--- src/design/sha_ms_pkg.sv ---
// shared types, codes and sigma functions for the sha-256 message schedule unit
`default_nettype none

package sha_ms_pkg;

  localparam int WordBits     = 32;
  localparam int GroupWords   = 4;
  localparam int WindowGroups = 4;
  localparam int WindowWords  = GroupWords * WindowGroups;

  typedef logic [WordBits-1:0] word_t;
  typedef word_t [GroupWords-1:0] group_t;
  typedef group_t [WindowGroups-1:0] window_t;

  // transaction kind codes
  localparam logic MODE_LOAD   = 1'b0;
  localparam logic MODE_EXPAND = 1'b1;

  typedef struct packed {
    logic  mode;
    word_t msg_word_0;
    word_t msg_word_1;
    word_t msg_word_2;
    word_t msg_word_3;
    word_t round_const_0;
    word_t round_const_1;
    word_t round_const_2;
    word_t round_const_3;
  } in_t;

  typedef struct packed {
    word_t sched_word_0;
    word_t sched_word_1;
    word_t sched_word_2;
    word_t sched_word_3;
    word_t word_plus_k_0;
    word_t word_plus_k_1;
    word_t word_plus_k_2;
    word_t word_plus_k_3;
  } out_t;

  function automatic word_t small_sigma0(input word_t v);
    return {v[6:0], v[31:7]} ^ {v[17:0], v[31:18]} ^ {3'b000, v[31:3]};
  endfunction

  function automatic word_t small_sigma1(input word_t v);
    return {v[16:0], v[31:17]} ^ {v[18:0], v[31:19]} ^ {10'b0, v[31:10]};
  endfunction

endpackage

`default_nettype wire

--- src/design/sha_ms_cell.sv ---
// one cell: four schedule words, shifted in from the next younger cell or new words
`default_nettype none

module sha_ms_cell
  import sha_ms_pkg::*;
(
  input  wire logic   clk,
  input  wire logic   shift_en,
  input  wire group_t d_in,
  output group_t      q
);

  group_t words_r;

  always_ff @(posedge clk) begin
    if (shift_en) begin
      words_r <= d_in;
    end
  end

  assign q = words_r;

endmodule

`default_nettype wire

--- src/design/sha_ms_expand.sv ---
// recurrence logic: four new schedule words from the 16-word window
`default_nettype none

module sha_ms_expand
  import sha_ms_pkg::*;
(
  input  wire window_t window,
  output group_t       fresh
);

  word_t ext [WindowWords+GroupWords];

  always_comb begin
    for (int g = 0; g < WindowGroups; g++) begin
      for (int k = 0; k < GroupWords; k++) begin
        ext[g*GroupWords+k] = window[g][k];
      end
    end
    // words 2 and 3 chain on words 0 and 1 of this step
    for (int j = 0; j < GroupWords; j++) begin
      ext[WindowWords+j] = small_sigma1(ext[WindowWords+j-2]) + ext[WindowWords+j-7]
                         + small_sigma0(ext[j+1]) + ext[j];
    end
    for (int j = 0; j < GroupWords; j++) begin
      fresh[j] = ext[WindowWords+j];
    end
  end

endmodule

`default_nettype wire

--- src/design/sha256_message_schedule_x4_unit.sv ---
// top level of the sha-256 message schedule unit, four words per transaction
//
// usage:
//   in_valid/in_ready/in_data carry one transaction per cycle while in_ready is high. mode load shifts
//   msg_word_0..3 into the 16-word window (word 0 oldest) and gives no result;
//   mode expand computes four new schedule words, shifts them into the window
//   and gives one result on out_valid/out_ready/out_data.
//   load all 16 message words (four load transactions) before the first expand;
//   window contents are undefined after reset until written.
// results: each expand result is registered before it is presented on out_data.
// throughput: one transaction per cycle while in_ready is high; the window is
//   a row of four cells that shifts by one cell per accepted transaction, and
//   the expand logic is a combinational sigma/add chain reading the window directly.
// stalls: the result register is backed by a one-entry skid register, so a
//   transaction is still taken while a result waits; in_ready drops only
//   when both are full. no result is lost or repeated.
// reset: synchronous active-low rst_n clears both result valids; window data
//   is not reset.
`default_nettype none

module sha256_message_schedule_x4_unit
  import sha_ms_pkg::*;
(
  input  wire logic clk,
  input  wire logic rst_n,
  input  wire logic in_valid,
  output logic      in_ready,
  input  wire in_t  in_data,
  output logic      out_valid,
  input  wire logic out_ready,
  output out_t      out_data
);

  logic    in_fire;
  logic    push;
  logic    pop;
  window_t window;
  group_t  fresh_calc;
  group_t  fresh;
  out_t    result;

  logic out_valid_r;
  logic skid_valid_r;
  out_t out_data_r;
  out_t skid_data_r;

  // only a full skid register holds off the input side
  assign in_ready = !skid_valid_r;
  assign in_fire  = in_valid && in_ready;
  assign push     = in_fire && (in_data.mode == MODE_EXPAND);
  assign pop      = out_valid_r && out_ready;

  // window: cell 0 holds the oldest four words, cell 3 the newest
  for (genvar g = 0; g < WindowGroups; g++) begin : g_cell
    group_t d_in;
    if (g == WindowGroups - 1) begin : g_tail
      assign d_in = fresh;
    end else begin : g_link
      assign d_in = window[g+1];
    end
    sha_ms_cell u_cell (
      .clk      (clk),
      .shift_en (in_fire),
      .d_in     (d_in),
      .q        (window[g])
    );
  end

  sha_ms_expand u_expand (
    .window (window),
    .fresh  (fresh_calc)
  );

  // words entering the window: message words on load, new words on expand
  always_comb begin
    unique case (in_data.mode)
      MODE_EXPAND: fresh = fresh_calc;
      default: begin
        fresh[0] = in_data.msg_word_0;
        fresh[1] = in_data.msg_word_1;
        fresh[2] = in_data.msg_word_2;
        fresh[3] = in_data.msg_word_3;
      end
    endcase
  end

  always_comb begin
    result.sched_word_0  = fresh_calc[0];
    result.sched_word_1  = fresh_calc[1];
    result.sched_word_2  = fresh_calc[2];
    result.sched_word_3  = fresh_calc[3];
    result.word_plus_k_0 = fresh_calc[0] + in_data.round_const_0;
    result.word_plus_k_1 = fresh_calc[1] + in_data.round_const_1;
    result.word_plus_k_2 = fresh_calc[2] + in_data.round_const_2;
    result.word_plus_k_3 = fresh_calc[3] + in_data.round_const_3;
  end

  // result register plus skid register
  always_ff @(posedge clk) begin
    if (!rst_n) begin
      out_valid_r  <= 1'b0;
      skid_valid_r <= 1'b0;
    end else if (!out_valid_r || pop) begin
      if (skid_valid_r) begin
        // drain skid first; input is held off meanwhile
        out_data_r   <= skid_data_r;
        out_valid_r  <= 1'b1;
        skid_valid_r <= 1'b0;
      end else begin
        out_valid_r <= push;
        if (push) begin
          out_data_r <= result;
        end
      end
    end else if (push) begin
      skid_data_r  <= result;
      skid_valid_r <= 1'b1;
    end
  end

  assign out_valid = out_valid_r;
  assign out_data  = out_data_r;

  // skid holds data only behind a waiting result
  a_skid_behind_out : assert property (@(posedge clk) disable iff (!rst_n)
    skid_valid_r |-> out_valid_r)
    else $error("skid register full while result register empty");

  // an expand taken while the result stalls lands in the skid register
  a_stall_to_skid : assert property (@(posedge clk) disable iff (!rst_n)
    (push && out_valid_r && !out_ready) |=> skid_valid_r)
    else $error("expand result dropped during output stall");

  // a load into an empty output side creates no result
  a_load_no_result : assert property (@(posedge clk) disable iff (!rst_n)
    (in_fire && (in_data.mode == MODE_LOAD) && !out_valid_r) |=> !out_valid_r)
    else $error("load transaction produced a result");

endmodule

`default_nettype wire
--- config.mk ---
export PLATFORM = sky130hd
export DESIGN_NAME = sha256_message_schedule_x4_unit
export DESIGN_NICKNAME = d
export VERILOG_FILES = /design/src/design/sha_ms_pkg.sv /design/src/design/sha_ms_cell.sv /design/src/design/sha_ms_expand.sv /design/src/design/sha256_message_schedule_x4_unit.sv
export SDC_FILE = /design/constraint.sdc
export NUM_CORES = 2
export LEC_CHECK = 0
export BUFFER_PORTS_ARGS = -buffer_cell sky130_fd_sc_hd__buf_4
export CELL_PAD_IN_SITES_DETAIL_PLACEMENT = 0
export CELL_PAD_IN_SITES_GLOBAL_PLACEMENT = 1
export CORE_MARGIN = 4
export CORE_UTILIZATION = 45
export DETAILED_ROUTE_END_ITERATION = 10
export PLACE_DENSITY = 0.71
export SYNTH_ARGS = -nofsm -noshare
export SYNTH_HDL_FRONTEND = slang
export SYNTH_HIERARCHICAL = 1
export SYNTH_SLANG_ARGS = --single-unit
--- constraint.sdc ---
create_clock -name clk -period 50 [get_ports clk]
set_clock_uncertainty 0.2 [all_clocks]
set_input_delay 5 -clock clk [delete_from_list [all_inputs] [get_ports clk]]
set_output_delay 5 -clock clk [all_outputs]
set_load 0.01 [all_outputs]
==> metrics <==
max cap viols=0; Worst path slowest cell=a311oi_2; most used cell, CP=fa_1; Slew HR=19.5%; Net Count, Synth=5410; post-synth top area share=51.7%; fmax=83.9 MHz; DP HPWL=168 mm; via count=40200; IO buf count=518; initial antenna violation count=19; Yosys warnings=6; kind of critical path=flip-flop to flip-flop; Synth cell types=91; starting DRC count in detailed routing=4375; pin count of the biggest net entering global routing=195; worst stage delay on the critical path=1.02 ns; Setup-failing EPs final=0; Die Ht=372 um; die extent in x=372 um; ys flop type=edfxtp_1; Top Ports=519; RSZ-0062 raised after global routing=no; Post-CTS Setup Inserts=0; Post-Route WL=214 mm; Final Hold Vio Count=0; register area share after synthesis=51.8%; Remaining Overflow, GRT=0; Hold Buf Count CTS=0; clock-pin slew on the worst setup and hold paths=0.07 ns; Worst setup EP type=flip-flop; Post-synth EDFFs=1024; CTS tree=done; setup TNS=0 ns; core box area=131000 um^2; P&R area growth vs syn=17.0%; Yosys top cell by area=edfxtp_1; first-pass GRT wire length=294 mm; Yosys reg bits=1026; cell count after synthesis=4649; min Tclk post-route=11.93 ns; router iterations before antenna repair=6; worst min path class=flip-flop to flip-flop; crit share post-route=23.9%; Synth area leaders=edfxtp_1 (52%), fa_1 (8.5%), xnor2_1 (7.4%); CP required=50.29 ns; Die ar.=138000 um^2; root buffer cell=clkbuf_16; synthesized cell area=59500 um^2; Final ANT Viol Nets=0; Clock Path Buffers=3; status=complete, no violations; Nets=6015; vias in the first global route=38800; DR DRC count=0; FILL cells=11400; gpl congestion=1.00; TritonCTS Buffers=112; Synth Area per Inst=12.8 um^2; drt wl/cell=30.1 um; Crit Path Max Fanout=7; Initial Util=45.2%; worst slack, placed=38.25 ns; CP arrival=12.21 ns; layout cells sized above 1=21.3%; clk sinks=1026; Slew Viols, Final=0; clock latency on the worst-skew pair=0.76 ns; Tot GR Track Use=30.5%; drt via density=5.65; Cell Rows=133; post-CTS resize count=0; CP Launch Type=flip-flop; H-tree depth=3; setup ws final=38.07 ns; Post-synth ARST share=0%; Worst Tran Pin Value=1.21 ns
-- sequential cells by signal, indices dropped and copies added (netlist names) --
name	cells
out_data	256
skid_data_r	256
skid_valid_r	1
out_valid	1
g_cell.u_cell/q	512
-- stage by stage --
step / instances / cell area (um^2) / hold WS (ns) / util [%]
floorplan: 4649 / 59500 / 0.200 / -
global placement: 6895 / 65900 / 0.200 / 50.1
detailed placement: 6895 / 65900 / 0.205 / 50.1
CTS: 7100 / 69600 / 0.200 / 52.9
global route: 7103 / 69600 / 0.211 / 52.9
finish: 7112 / 69600 / 0.202 / 53.0
-- critical path: cells and delay by family (launching register included) --
kind	cells	cell delay, ns
adders and majority gates	8	3.29
AOI/OAI and AO/OA	19	5.88
buffers and inverters	2	0.13
xor gates and xnor gates	4	1.11
and+or+nand+nor	2	0.28
DFF	1	0.48
muxes	1	0.27
-- Yosys cell counts, types with 5 or more instances --
master     instances
a2111oi_0          5
a211o_1           16
a211oi_1          39
a21boi_0          12
a21o_1           101
a21oi_1          212
a221oi_1          10
a311oi_1           7
a31o_2             9
a31oi_1           37
a41oi_1            7
and2_1            18
and3_1            27
and4_1             8
buf_1              8
clkbuf_1          83
edfxtp_1        1024
fa_1             252
ha_1             248
inv_1            553
mux2_2           318
nand2_1          289
nand2b_1          27
nand3_1           55
nand3b_1           7
nand4_1           19
nor2_1           137
nor2b_1           26
nor3_1            46
nor4_1            12
o211ai_1          23
o21a_1            32
o21ai_0          131
o21bai_1          28
o221ai_1           7
o311ai_0           8
o31ai_1           15
o41ai_1            5
or2_2             11
or3_1             17
or4_1              6
xnor2_1          504
xnor3_1            5
xor2_1           157
-- layout by cell type (no fill, tap or decap), types with 27 or more instances in the layout --
cell type  netlist  routed
o21a_1          32      32
a21o_1         101     101
a211oi_1        39      39
fa_1           252     252
nor2_1         137     135
xnor2_1        504     500
nor3_1          46      45
inv_1          553     552
nand2b_1        27      27
ha_1           248     248
edfxtp_1      1024    1024
o21bai_1        28      28
nand2_1        289     289
a31oi_1         37      37
o21ai_0        131     131
a21oi_1        212     211
clkbuf_16        0     114
buf_4            0     580
nand3_1         55      55
xor2_1         157     155
mux2_2         318     318
-- metal layers --
layer	up-vias	track usage [%]	share of wire (%)
met1	20200	40.7	40
met3	344	6.64	9.3
met2	1945	48.3	46
met4	4	13.3	4.8
li1	17700	-	-
met5	-	0	0.0098
-- layout make-up --
class / count / area [um^2] / share of cell area (%)
repair buffers: 587 / 4490 / 6.44
clock inverters: 78 / 777 / 1.12
inverters: 553 / 2080 / 2.99
multi-input cells: 2974 / 26400 / 37.9
well taps: 1755 / 2200 / 3.15
diodes: 12 / 30.0 / 0.0431
clock buffers: 127 / 2900 / 4.17
flip-flops and latches: 1026 / 30800 / 44.2
-- final timing paths --
| path | startpoint | end | slack (ns) | cells after the start |
|---|---|---|---|---|
| setup / recovery | g_cell[3].u_cell/q[75] | out_data[59] | 38.07 | 36 |
| hold / removal | g_cell[1].u_cell/q[123] | g_cell[0].u_cell/q[123] | 0.20 | 0 |
| setup reg to reg | g_cell[3].u_cell/q[75] | out_data[59] | 38.07 | 36 |
| hold reg to reg | g_cell[1].u_cell/q[123] | g_cell[0].u_cell/q[123] | 0.20 | 0 |
-- kinds of logic (layout without fill, tap and decap cells) --
family / after synthesis / count (layout) / synth area share [%]
compound gates: 765 / 765 / 8.63
flops: 1026 / 1026 / 51.8
xor+xnor: 669 / 669 / 10.0
buf+inv: 649 / 1345 / 4.12
fa+ha+maj: 500 / 500 / 13.7
simple gates: 717 / 717 / 5.64
other cells: 0 / 12 / 0
mux: 323 / 323 / 6.11
Power is not shown: default switching activity piles up to over one toggle a cycle in this logic, so the estimate is an artifact.
